--- config.mk ---
export PLATFORM = sky130hd
export DESIGN_NAME = uart_3x_oversampled_transceiver
export DESIGN_NICKNAME = d
export VERILOG_FILES = /design/src/rtl/core/u3x_pkg.sv /design/src/rtl/core/uart_3x_oversampled_transceiver.sv /design/src/rtl/core/u3x_ram.sv
export SDC_FILE = /design/constraint.sdc
export NUM_CORES = 1
export LEC_CHECK = 0
export BUFFER_PORTS_ARGS = -buffer_cell sky130_fd_sc_hd__buf_2
export CORE_UTILIZATION = 52
export DETAILED_ROUTE_END_ITERATION = 8
export GPL_ROUTABILITY_DRIVEN = 0
export PLACE_DENSITY = 0.7
export SETUP_SLACK_MARGIN = 0.1
export SKIP_LAST_GASP = 1
export SLEW_MARGIN = 40
export SYNTH_ARGS = -nofsm -noshare
export SYNTH_HDL_FRONTEND = slang
export SYNTH_SLANG_ARGS = --single-unit
--- constraint.sdc ---
create_clock -name clock -period 3 [get_ports clock]
set_input_delay 0 -clock clock [delete_from_list [all_inputs] [get_ports clock]]
set_output_delay 0 -clock clock [all_outputs]
set_load 0.05 [all_outputs]
--- src/rtl/core/u3x_pkg.sv ---
`timescale 1ns / 1ps
`default_nettype none
// ----------------------------------------------------------------------------
// u3x_pkg
// Shared types and constants of the 3x oversampled 8N1 UART transceiver.
// ----------------------------------------------------------------------------
package u3x_pkg;

   // Frame and buffer geometry
   localparam int BUFFER_DEPTH  = 32;
   localparam int IDX_W         = $clog2(BUFFER_DEPTH);
   localparam int DATA_BITS     = 8;
   localparam int FRAME_BITS    = DATA_BITS + 2;
   localparam int TICKS_PER_BIT = 3;
   localparam int RX_START_WAIT = TICKS_PER_BIT + 1;

   // Counter widths
   localparam int TX_CNT_W  = 2;
   localparam int RX_CNT_W  = 3;
   localparam int BITS_W    = 4;
   localparam int POS_W     = 3;

   // Stream payload widths
   localparam int REQ_DATA_W = 16;
   localparam int REQ_USER_W = 2;
   localparam int RSP_DATA_W = 16;

   // Request kinds
   typedef enum logic [1:0] {
      ACT_TICK  = 2'd0,
      ACT_SEND  = 2'd1,
      ACT_READ  = 2'd2,
      ACT_FLUSH = 2'd3
   } u3x_action_type;

   // Receiver phases, one-hot
   typedef enum logic [2:0] {
      RX_HUNT = 3'b001,
      RX_DATA = 3'b010,
      RX_STOP = 3'b100
   } u3x_rx_phase_type;

   // Status flags of one response, before the buffer data joins them
   typedef struct packed {
      logic tx_pin;
      logic tx_busy;
      logic send_refused;
      logic rx_byte_valid;
      logic data_available;
   } u3x_stat_type;

   // Ring buffer index advance with wrap
   function automatic logic [IDX_W-1:0] next_index(input logic [IDX_W-1:0] idx);
      if (idx == IDX_W'(BUFFER_DEPTH - 1)) begin
         return '0;
      end
      return idx + IDX_W'(1);
   endfunction

endpackage
`default_nettype wire

--- src/rtl/core/uart_3x_oversampled_transceiver.sv ---
`timescale 1ns / 1ps
`default_nettype none
// ----------------------------------------------------------------------------
// uart_3x_oversampled_transceiver
// 8N1 UART running at three ticks per bit with a receive ring buffer. Each
// request is a tick (advance transmitter, then receiver), a send, a read of
// the oldest received byte, or a buffer flush. One response per request.
// ----------------------------------------------------------------------------
//  channel  | direction | handshake          | payload
//  req      | in        | req_tvalid/tready  | tuser: action; tdata: rx_pin, tx_byte
//  rsp      | out       | rsp_tvalid/tready  | tdata: line, busy, refused, byte, flags
//  csr      | in        | csr_wen            | csr_wdata: rx_enable
//
//  One request per cycle while the output is not stalled. State updates at
//  the accept edge and the buffer read issues there; the registered RAM data
//  then joins the status flags of stage one in the output register.
//  Reset clears all control state at once; the buffer needs no clearing pass.
//  A stalled response holds the output register; the stage before it still
//  takes one request, then req_tready drops until the output drains.
// ----------------------------------------------------------------------------
module uart_3x_oversampled_transceiver (
   input  wire logic                            clock,
   input  wire logic                            reset,
   // request: tuser[1:0] action; tdata[0] rx_pin, [8:1] tx_byte, [15:9] zero
   input  wire logic                            req_tvalid,
   output logic                                 req_tready,
   input  wire logic [u3x_pkg::REQ_USER_W-1:0]  req_tuser,
   input  wire logic [u3x_pkg::REQ_DATA_W-1:0]  req_tdata,
   // response: tdata[0] tx_pin, [1] tx_busy, [2] send_refused, [10:3] rx_byte,
   //           [11] rx_byte_valid, [12] data_available, [15:13] zero
   output logic                                 rsp_tvalid,
   input  wire logic                            rsp_tready,
   output logic      [u3x_pkg::RSP_DATA_W-1:0]  rsp_tdata,
   // configuration: rx_enable
   input  wire logic                            csr_wen,
   input  wire logic                            csr_wdata
);
   import u3x_pkg::*;

   // Handshake and pipeline control
   logic           accept;
   logic           advance;
   u3x_action_type action;
   logic           rx_pin;
   logic [7:0]     tx_byte;

   // Transmitter state
   logic [FRAME_BITS-1:0] tx_shift_ff,      tx_shift_in;
   logic [TX_CNT_W-1:0]   tx_tick_count_ff, tx_tick_count_in;
   logic [BITS_W-1:0]     tx_bits_left_ff,  tx_bits_left_in;
   logic                  tx_active_ff,     tx_active_in;
   logic                  tx_level_ff,      tx_level_in;
   logic [TX_CNT_W-1:0]   tx_t;

   // Receiver state
   u3x_rx_phase_type      rx_phase_ff,      rx_phase_in;
   logic [RX_CNT_W-1:0]   rx_tick_count_ff, rx_tick_count_in;
   logic [BITS_W-1:0]     rx_bits_left_ff,  rx_bits_left_in;
   logic [DATA_BITS-1:0]  rx_shift_ff,      rx_shift_in;
   logic [RX_CNT_W-1:0]   rx_t;
   logic [POS_W-1:0]      rx_pos;
   logic                  rx_enable_ff;

   // Ring buffer control
   logic [IDX_W-1:0]      write_index_ff,   write_index_in;
   logic [IDX_W-1:0]      read_index_ff,    read_index_in;
   logic [IDX_W-1:0]      wi_next;
   logic                  not_empty_ff,     not_empty_in;
   logic                  store;
   logic                  buf_read;
   logic [7:0]            ram_rd_data;

   // Per-request flags
   logic                  refused;
   logic                  rvalid;

   // Pipeline registers
   logic                  s1_valid_ff, s1_valid_in;
   u3x_stat_type          s1_stat_ff;
   logic                  out_valid_ff, out_valid_in;
   u3x_stat_type          out_stat_ff;
   logic [7:0]            out_byte_ff;

   assign action  = u3x_action_type'(req_tuser);
   assign rx_pin  = req_tdata[0];
   assign tx_byte = req_tdata[8:1];

   assign advance    = !out_valid_ff || rsp_tready;
   assign req_tready = !s1_valid_ff || advance;
   assign accept     = req_tvalid && req_tready;

   // Next state for one request
   always_comb begin
      tx_shift_in      = tx_shift_ff;
      tx_tick_count_in = tx_tick_count_ff;
      tx_bits_left_in  = tx_bits_left_ff;
      tx_active_in     = tx_active_ff;
      tx_level_in      = tx_level_ff;
      rx_phase_in      = rx_phase_ff;
      rx_tick_count_in = rx_tick_count_ff;
      rx_bits_left_in  = rx_bits_left_ff;
      rx_shift_in      = rx_shift_ff;
      write_index_in   = write_index_ff;
      read_index_in    = read_index_ff;
      not_empty_in     = not_empty_ff;
      store            = 1'b0;
      buf_read         = 1'b0;
      refused          = 1'b0;
      rvalid           = 1'b0;
      tx_t             = tx_tick_count_ff - TX_CNT_W'(1);
      rx_t             = rx_tick_count_ff - RX_CNT_W'(1);
      rx_pos           = POS_W'(BITS_W'(DATA_BITS) - rx_bits_left_ff);
      wi_next          = next_index(write_index_ff);

      case (action)
         ACT_TICK: begin
            // transmitter: one bit every three ticks
            if (tx_active_ff) begin
               if (tx_t == '0) begin
                  tx_level_in      = tx_shift_ff[0];
                  tx_shift_in      = tx_shift_ff >> 1;
                  tx_tick_count_in = TX_CNT_W'(TICKS_PER_BIT);
                  tx_bits_left_in  = tx_bits_left_ff - BITS_W'(1);
                  if (tx_bits_left_in == '0) begin
                     tx_active_in = 1'b0;
                  end
               end else begin
                  tx_tick_count_in = tx_t;
               end
            end
            // receiver
            if (rx_enable_ff) begin
               case (rx_phase_ff)
                  RX_STOP: begin
                     rx_tick_count_in = rx_t;
                     if (rx_t == '0) begin
                        rx_phase_in = RX_HUNT;
                        store       = 1'b1;
                     end
                  end
                  RX_DATA: begin
                     if (rx_t == '0) begin
                        rx_tick_count_in = RX_CNT_W'(TICKS_PER_BIT);
                        rx_shift_in[rx_pos] = rx_shift_ff[rx_pos] | rx_pin;
                        rx_bits_left_in = rx_bits_left_ff - BITS_W'(1);
                        if (rx_bits_left_in == '0) begin
                           rx_phase_in = RX_STOP;
                        end
                     end else begin
                        rx_tick_count_in = rx_t;
                     end
                  end
                  default: begin
                     // hunting for a start bit
                     if (!rx_pin) begin
                        rx_phase_in      = RX_DATA;
                        rx_shift_in      = '0;
                        rx_tick_count_in = RX_CNT_W'(RX_START_WAIT);
                        rx_bits_left_in  = BITS_W'(DATA_BITS);
                     end
                  end
               endcase
            end
            // received byte into the ring, oldest dropped on overflow
            if (store) begin
               write_index_in = wi_next;
               if (not_empty_ff && wi_next == read_index_ff) begin
                  read_index_in = next_index(read_index_ff);
               end
               not_empty_in = 1'b1;
            end
         end
         ACT_SEND: begin
            if (tx_active_ff) begin
               refused = 1'b1;
            end else begin
               tx_tick_count_in = TX_CNT_W'(TICKS_PER_BIT);
               tx_bits_left_in  = BITS_W'(FRAME_BITS);
               tx_shift_in      = {1'b1, tx_byte[DATA_BITS-1:0], 1'b0};
               tx_active_in     = 1'b1;
            end
         end
         ACT_READ: begin
            if (not_empty_ff) begin
               buf_read      = 1'b1;
               rvalid        = 1'b1;
               read_index_in = next_index(read_index_ff);
               if (read_index_in == write_index_ff) begin
                  not_empty_in = 1'b0;
               end
            end
         end
         default: begin
            // flush
            write_index_in = '0;
            read_index_in  = '0;
            not_empty_in   = 1'b0;
         end
      endcase
   end

   // Architectural state
   always_ff @(posedge clock) begin
      if (reset) begin
         tx_shift_ff      <= '0;
         tx_tick_count_ff <= '0;
         tx_bits_left_ff  <= '0;
         tx_active_ff     <= 1'b0;
         tx_level_ff      <= 1'b1;
         rx_phase_ff      <= RX_HUNT;
         rx_tick_count_ff <= '0;
         rx_bits_left_ff  <= '0;
         rx_shift_ff      <= '0;
         write_index_ff   <= '0;
         read_index_ff    <= '0;
         not_empty_ff     <= 1'b0;
      end else if (accept) begin
         tx_shift_ff      <= tx_shift_in;
         tx_tick_count_ff <= tx_tick_count_in;
         tx_bits_left_ff  <= tx_bits_left_in;
         tx_active_ff     <= tx_active_in;
         tx_level_ff      <= tx_level_in;
         rx_phase_ff      <= rx_phase_in;
         rx_tick_count_ff <= rx_tick_count_in;
         rx_bits_left_ff  <= rx_bits_left_in;
         rx_shift_ff      <= rx_shift_in;
         write_index_ff   <= write_index_in;
         read_index_ff    <= read_index_in;
         not_empty_ff     <= not_empty_in;
      end
   end

   // Configuration register
   always_ff @(posedge clock) begin
      if (reset) begin
         rx_enable_ff <= 1'b1;
      end else if (csr_wen) begin
         rx_enable_ff <= csr_wdata;
      end
   end

   // Receive buffer
   u3x_ram #(
      .WIDTH (DATA_BITS),
      .DEPTH (BUFFER_DEPTH)
   ) u_rx_store (
      .clock   (clock),
      .wr_en   (accept && store),
      .wr_addr (write_index_ff),
      .wr_data (rx_shift_ff),
      .rd_en   (accept && buf_read),
      .rd_addr (read_index_ff),
      .rd_data (ram_rd_data)
   );

   // Stage one: flags of the accepted request, waits for the buffer data
   assign s1_valid_in = accept ? 1'b1 : (advance ? 1'b0 : s1_valid_ff);

   always_ff @(posedge clock) begin
      if (reset) begin
         s1_valid_ff <= 1'b0;
      end else begin
         s1_valid_ff <= s1_valid_in;
      end
   end

   always_ff @(posedge clock) begin
      if (accept) begin
         s1_stat_ff.tx_pin         <= tx_level_in;
         s1_stat_ff.tx_busy        <= tx_active_in;
         s1_stat_ff.send_refused   <= refused;
         s1_stat_ff.rx_byte_valid  <= rvalid;
         s1_stat_ff.data_available <= not_empty_in;
      end
   end

   // Output register
   assign out_valid_in = advance ? s1_valid_ff : out_valid_ff;

   always_ff @(posedge clock) begin
      if (reset) begin
         out_valid_ff <= 1'b0;
      end else begin
         out_valid_ff <= out_valid_in;
      end
   end

   always_ff @(posedge clock) begin
      if (advance && s1_valid_ff) begin
         out_stat_ff <= s1_stat_ff;
         out_byte_ff <= s1_stat_ff.rx_byte_valid ? ram_rd_data : 8'd0;
      end
   end

   assign rsp_tvalid = out_valid_ff;
   assign rsp_tdata  = {3'b000,
                        out_stat_ff.data_available,
                        out_stat_ff.rx_byte_valid,
                        out_byte_ff,
                        out_stat_ff.send_refused,
                        out_stat_ff.tx_busy,
                        out_stat_ff.tx_pin};

   // Checks
   a_empty_idx: assert property (@(posedge clock) disable iff (reset)
      !not_empty_ff |-> read_index_ff == write_index_ff)
      else $error("buffer marked empty with differing indices");

   a_tx_idle_bits: assert property (@(posedge clock) disable iff (reset)
      !tx_active_ff |-> tx_bits_left_ff == '0)
      else $error("transmitter idle with frame bits left");

   a_tx_cnt: assert property (@(posedge clock) disable iff (reset)
      tx_active_ff |-> tx_tick_count_ff != '0)
      else $error("transmitter tick counter zero while active");

endmodule
`default_nettype wire

--- src/rtl/core/u3x_ram.sv ---
`timescale 1ns / 1ps
`default_nettype none
// ----------------------------------------------------------------------------
// u3x_ram
// Generic simple dual-port RAM: one write port, one read port, registered read.
// ----------------------------------------------------------------------------
module u3x_ram #(
   parameter int WIDTH = 8,
   parameter int DEPTH = 32
) (
   input  wire logic                     clock,
   input  wire logic                     wr_en,
   input  wire logic [$clog2(DEPTH)-1:0] wr_addr,
   input  wire logic [WIDTH-1:0]         wr_data,
   input  wire logic                     rd_en,
   input  wire logic [$clog2(DEPTH)-1:0] rd_addr,
   output logic      [WIDTH-1:0]         rd_data
);

   logic [WIDTH-1:0] mem_ff [DEPTH];
   logic [WIDTH-1:0] rd_data_ff;

   // Write port
   always_ff @(posedge clock) begin
      if (wr_en) begin
         mem_ff[wr_addr] <= wr_data;
      end
   end

   // Registered read, holds while not enabled
   always_ff @(posedge clock) begin
      if (rd_en) begin
         rd_data_ff <= mem_ff[rd_addr];
      end
   end

   assign rd_data = rd_data_ff;

endmodule
`default_nettype wire

[Word level (Yosys, flattened, before mapping)]
Memories as Yosys holds them, arrays and structs flattened. A register that Yosys moved wholly into a read port is not among the register bits.
Cells that the tools add are included.
Operators by class
  reductions and logical operators: 25
  eq/ne operators: 19
  $add $sub $neg: 7
  bitwise gates (word level): 4
  order comparisons: 2
  multiplexer cells: 74
Operators with widths (number)
  $mux W5: 11
  $mux W1: 30
  $mux W10: 3
  $mux W4: 5
  $pmux W10 S2: 1
  $mux W3: 6
  $ne A2 B2 Y1 const B: 9
  $mux W8: 2
  $pmux W4 S2: 2
  $pmux W8 S2: 1
  $pmux W5 S3: 1
  $pmux W3 S2: 2
  $add A5 B1 Y5 const B: 2
  $eq A5 B5 Y1: 2
  $eq A5 B5 Y1 const B: 2
  $pmux W5 S2: 1
  $reduce_and A5 Y1: 2
  $bwmux W8: 1
  $logic_not A4 Y1: 2
  $reduce_and A4 Y1: 2
  $sub A4 B1 Y4 const B: 2
  $reduce_and A7 Y1: 1
  $logic_and A1 B1 Y1: 6
  $mux W2: 3
  other kinds (26): 32
Storage, ports and cells
  output and inout bits: 18
  memories: 1
  input port bits: 24
  logic and storage cells: 158
  register bits: 68
  bits in writable memories: 256
Memory list
  u_rx_store.mem_ff: depth 32, bits a word 8, rd ports 1, clocked after Yosys merged registers in 1, wr ports 1, line u3x_ram.sv:20  | logic [WIDTH-1:0] mem_ff [DEPTH];

[Longest topological paths before layout]
  word-level depth: 12
  gate-level depth with buffers: 11
  gate-level depth less buffers: 9

[Hierarchy]
From an unflattened synthesis, not the netlist that was laid out.
Second synthesis, totals
  cells, all modules: 797
  area, all modules: 13681.9 µm²
By module, submodules not included
  u3x_ram: times used 1, sequential area each 7927.6 µm², cells each 417, area each 10133.5 µm²
  uart_3x_oversampled_transceiver: times used 1, sequential area each 1541.5 µm², cells each 380, area each 3548.4 µm²

[Least setup slack after synthesis]
OpenSTA, ideal clock, no wires.
  path kind: flip-flop to flip-flop
  start point: register out_valid_ff, in the netlist rsp_tvalid
  end point: memory u_rx_store.mem_ff[19][0], enable pin
  library setup time: 0.395 ns
  setup slack: 0.302 ns
  period minus slack after synthesis: 2.698 ns
  stages on the path, launching flop included: 4
  data arrival time: 2.304 ns
  data required time: 2.605 ns
  path buffers: 0
  path through: dfxtp_1 nand3b_1 nand4_1 nor4_1
Between the ends
  word-level cells in the longest chain between the ends: 7
Ends and longest elaborated chain
  from (decl): line uart_3x_oversampled_transceiver.sv:80  | logic out_valid_ff, out_valid_in;
  from (signal assigned): line uart_3x_oversampled_transceiver.sv:284  | out_valid_ff <= out_valid_in;
  $logic_not A1 Y1: line uart_3x_oversampled_transceiver.sv:88  | assign advance = !out_valid_ff || rsp_tready;
  $logic_or A1 B1 Y1: line uart_3x_oversampled_transceiver.sv:88
  $logic_or A1 B1 Y1: line uart_3x_oversampled_transceiver.sv:89  | assign req_tready = !s1_valid_ff || advance;
  net req_tready: line uart_3x_oversampled_transceiver.sv:26  | output logic req_tready,
  $logic_and A1 B1 Y1: line uart_3x_oversampled_transceiver.sv:90  | assign accept = req_tvalid && req_tready;
  $logic_and A1 B1 Y1: line uart_3x_oversampled_transceiver.sv:248  | .wr_en (accept && store),
  $mux W1: line u3x_ram.sv:25  | if (wr_en) begin
  $mux W1 (implied by the code): line u3x_ram.sv:26  | mem_ff[wr_addr] <= wr_data;
  to (decl): line u3x_ram.sv:20
The timed path passes the listed nets, and every way through them passes these cells.

[Final worst setup path]
  start point: register rx_bits_left_ff[0]
  end point: register rx_shift_ff[4]
Between the ends
  word-level cells in the longest chain between the ends: 8
  elaborated cells on any way between the ends: 12
  classes of those cells: add/sub: 1; order compare: 2; mux: 7; bitwise: 1; reduce/logical: 1
Ends and longest elaborated chain
  from (decl): line uart_3x_oversampled_transceiver.sv:58  | logic [BITS_W-1:0] rx_bits_left_ff, rx_bits_left_in;
  from (signal assigned): line uart_3x_oversampled_transceiver.sv:225  | rx_bits_left_ff <= rx_bits_left_in;
  $sub A1 B3 Y3 (*): line uart_3x_oversampled_transceiver.sv:112  | rx_pos = POS_W'(BITS_W'(DATA_BITS) - rx_bits_left_ff);
  $lt A3 B4 Y1 (implied by the code) or $ge A3 B1 Y1 (tied branches): line uart_3x_oversampled_transceiver.sv:144  | rx_shift_in[rx_pos] = rx_shift_ff[rx_pos] | rx_pin;
  $logic_and A1 B1 Y1 (implied by the code): line uart_3x_oversampled_transceiver.sv:144
  $mux W1 (implied by the code): line uart_3x_oversampled_transceiver.sv:144
  $demux W1 S3: line uart_3x_oversampled_transceiver.sv:144
  $bwmux W8 (*): line uart_3x_oversampled_transceiver.sv:144
  $mux W8 (*): line uart_3x_oversampled_transceiver.sv:142  | if (rx_t == '0) begin
  $pmux W8 S2 (*): line uart_3x_oversampled_transceiver.sv:133  | case (rx_phase_ff)
  to (signal assigned): line uart_3x_oversampled_transceiver.sv:226  | rx_shift_ff <= rx_shift_in;
  to (decl): line uart_3x_oversampled_transceiver.sv:59  | logic [DATA_BITS-1:0] rx_shift_ff, rx_shift_in;
Every way passes the cells marked *; elsewhere a longest branch is shown, timed or not. The select of a mux whose other input is x is not followed.
A chain may end at the register's enable or synchronous reset.

==> results.sh <==
export IMPL_htreeDepth=2
export IMPL_worst_slew_pin_slew_ns=0.6965
export IMPL_crit_arrival_ns=3.02
export IMPL_port_buffers=31
export IMPL_synth_cell_type_count=51
export IMPL_final_max_slew_viol_count=0
export IMPL_ys_warn_count=0
export IMPL_power_density_nw_per_um2=592.5
export IMPL_outcome="complete, no violations"
export IMPL_synth_top_area_cell="edfxtp_1"
export IMPL_clkTransAtPathRegs_ns=0.06
export IMPL_grt_pass1_vias=7345
export IMPL_grt_max_degree=44
export IMPL_routed_wl_um=27650
export IMPL_clk_latency_ns=0.52
export IMPL_worst_r2r_setup_slack_ns=0.34
export IMPL_synth_edf_count=282
export IMPL_crit_slowest_cell="or4_1"
export IMPL_fin_worst_skew_ns=0.01941
export IMPL_boundaryPins=42
export IMPL_finalCritPeriodShare=0.8874
export IMPL_wl_met3_um=1248
export IMPL_wl_met1_um=12090
export IMPL_critPathRequiredTime_ns=3.36
export IMPL_syn_area_sq_um=13720
export IMPL_wl_met2_um=13830
export IMPL_route_detailed_wl_per_inst_um=21.53
export IMPL_drt_pass1_iter_count=5
export IMPL_clock_sinks=332
export IMPL_synth_async_reset_ratio=0
export IMPL_max_stage_delay_ns=0.56
export IMPL_maxSlewHeadroom=0.5341
export IMPL_dp_hpwl_um=17540
export IMPL_critPathLaunchType="flop"
export IMPL_highest_layer="met4"
export IMPL_worst_path_stages=8
export IMPL_syn_area_per_cell_sq_um=16.73
export IMPL_yosysSeqAreaShare=0.6901
export IMPL_grt_pass1_wl_um=42920
export IMPL_synth_seq_cells=332
export IMPL_clock_path_buffers=3
export IMPL_worstHoldPathType="primary input to flop"
export IMPL_worstSetupPathType="flop to flop"
export IMPL_endpoint_kind="flop"
export IMPL_drv_cap=0
export IMPL_final_cell_mix="edfxtp_1, mux4_2, nor2_1"
export IMPL_reg2reg_depth=8
export IMPL_finalHoldViolCount=0
export IMPL_critPathTopFamily="simple AND/OR/NAND/NOR gates"
export IMPL_synthToLayoutAreaGrowth_pct=16.32
export IMPL_path_buf_inv=1
export IMPL_fin_nets=967
export IMPL_timing_fmax_mhz=375.6
export IMPL_layout_commonest_cell="edfxtp_1"
export IMPL_ir_drop_v=0.0006818
export IMPL_die_height_um=164.4
export IMPL_hold_path_depth=2
export IMPL_synthTopCellsByArea="edfxtp_1, mux4_2, dfxtp_1"
export IMPL_detail_route_iter0_violations=644
export IMPL_die_area_sq_um=27040
export IMPL_path_cells="inv_1, ha_1, nor2b_1, a221oi_1, nor2_1, or4_1, mux2i_1, nor3_1"
export IMPL_grt_total_usage=0.2149
export IMPL_rsz0062_at_grt="false"
export IMPL_cts_root_buf="clkbuf_16"
export IMPL_drc=0
export IMPL_yosysTopAreaCellShare=0.6172
export IMPL_p_leak_nw=5.752
export IMPL_diodes=0
export IMPL_finalSetupViolCount=0
export IMPL_cts_buffers=34
export IMPL_cts_tree="built"
export IMPL_synth_ff_type="edfxtp_1"
export IMPL_num_rows=59
export IMPL_viasPerCell=5.744
export IMPL_finalHoldWorstSlack_ns=0.003045
export IMPL_cp_max_fo=8
export IMPL_synthCells=820
export IMPL_vias=7375
export IMPL_ant_nets=0
export IMPL_antenna_found_initial=0
export IMPL_grt_ovfl_total=0
export IMPL_core_area_sq_um=25980
export IMPL_period_minus_slack_ns=2.662
export IMPL_start_util=0.5280
export IMPL_post_route_cells_drive_above_1_share=0.2603
export IMPL_die_x_um=164.4
export IMPL_fin_tns_setup_ns=0
==> worst paths after layout <==
| check | start | endpoint |
|---|---|---|
| min reg2reg | s1_stat_ff[3]$_DFFE_PP_ | rsp_tdata[1]$_DFFE_PP_ |
| min | reset | tx_active_ff$_SDFFE_PP0P_ |
| max | rx_bits_left_ff[0]$_SDFFE_PP0P_ | rx_shift_ff[4]$_SDFFE_PP0P_ |
| max reg2reg | rx_bits_left_ff[0]$_SDFFE_PP0P_ | rx_shift_ff[4]$_SDFFE_PP0P_ |
==> repair_timing <==
action / in CTS / in global routing
buffers inserted: 0 / 0
resized for setup: 0 / 0
hold endpoints to repair: 14 / 0
hold buffers: 17 / 0
==> through the flow <==
step                      cell area [sq um]    util  instances  setup WS, ns  power [mW]
after floorplan                       13730       -        822        0.3016       5.241
after global placement                14660  0.5641       1207        0.3987       5.292
after detailed placement              14660  0.5641       1207        0.3536       5.297
after CTS                             15950  0.6139       1284        0.3305       9.537
after global routing                  15960  0.6142       1284        0.1392       9.726
final                                 15960  0.6142       1284        0.3379       9.457
==> cell usage after synthesis, types with 10 or more instances <==
| cell type | n |
|---|---|
| inv_1 | 22 |
| buf_2 | 14 |
| ha_1 | 18 |
| mux4_2 | 80 |
| nor2b_1 | 10 |
| a211oi_1 | 11 |
| o21ai_0 | 17 |
| dfxtp_1 | 50 |
| a21oi_1 | 31 |
| mux2i_1 | 16 |
| and2_1 | 10 |
| mux2_2 | 10 |
| xnor2_1 | 10 |
| clkbuf_1 | 22 |
| nor2_1 | 79 |
| nand2_1 | 21 |
| edfxtp_1 | 282 |
==> area by class of cell <==
| type | count | area (sq um) |
|---|---|---|
| clock buffers | 39 | 879.6 |
| flip-flops and latches | 332 | 9474 |
| fillers | 1873 | 10020 |
| well taps | 335 | 419.2 |
| repair buffers | 114 | 883.3 |
| inverters | 22 | 82.58 |
| clock inverters | 21 | 244.0 |
| multi-input cells | 421 | 3978 |
==> metal layers <==
metal / GRT usage / vias to the layer above
met1: 0.3019 / 3715
li1: - / 3419
met3: 0.02988 / 37
met5: 0 / -
met2: 0.3577 / 204
met4: 0.05129 / 0
==> registers in the layout, indices dropped and copies added, names as in the netlist, 5 cells and up <==
signal and cells:
out_byte_ff 8, read_index_ff 5, rsp_tdata 5, rx_shift_ff 8, s1_stat_ff 5, tx_shift_ff 10, u_rx_store.mem_ff 256, u_rx_store.rd_data 8
write_index_ff 5
==> report_power, final <==
group | internal (mW) | switching (mW)
Sequential | 4.97 | 0.0224
Clock | 2.54 | 1.70
Combinational | 0.0916 | 0.136
==> kinds of logic after synthesis <==
group                    after synthesis  share of synthesized area
AND/OR/NAND/NOR                      178                    0.06338
flip-flops                           332                     0.6901
AO/OA/AOI/OAI                         98                    0.04605
buffers and inverters                 69                    0.02107
adder cells (fa/ha/maj)               18                    0.01641
other                                  1                  0.0002733
multiplexers                         106                     0.1512
XOR/XNOR                              18                    0.01149
Power figures use the tool's default switching activity.
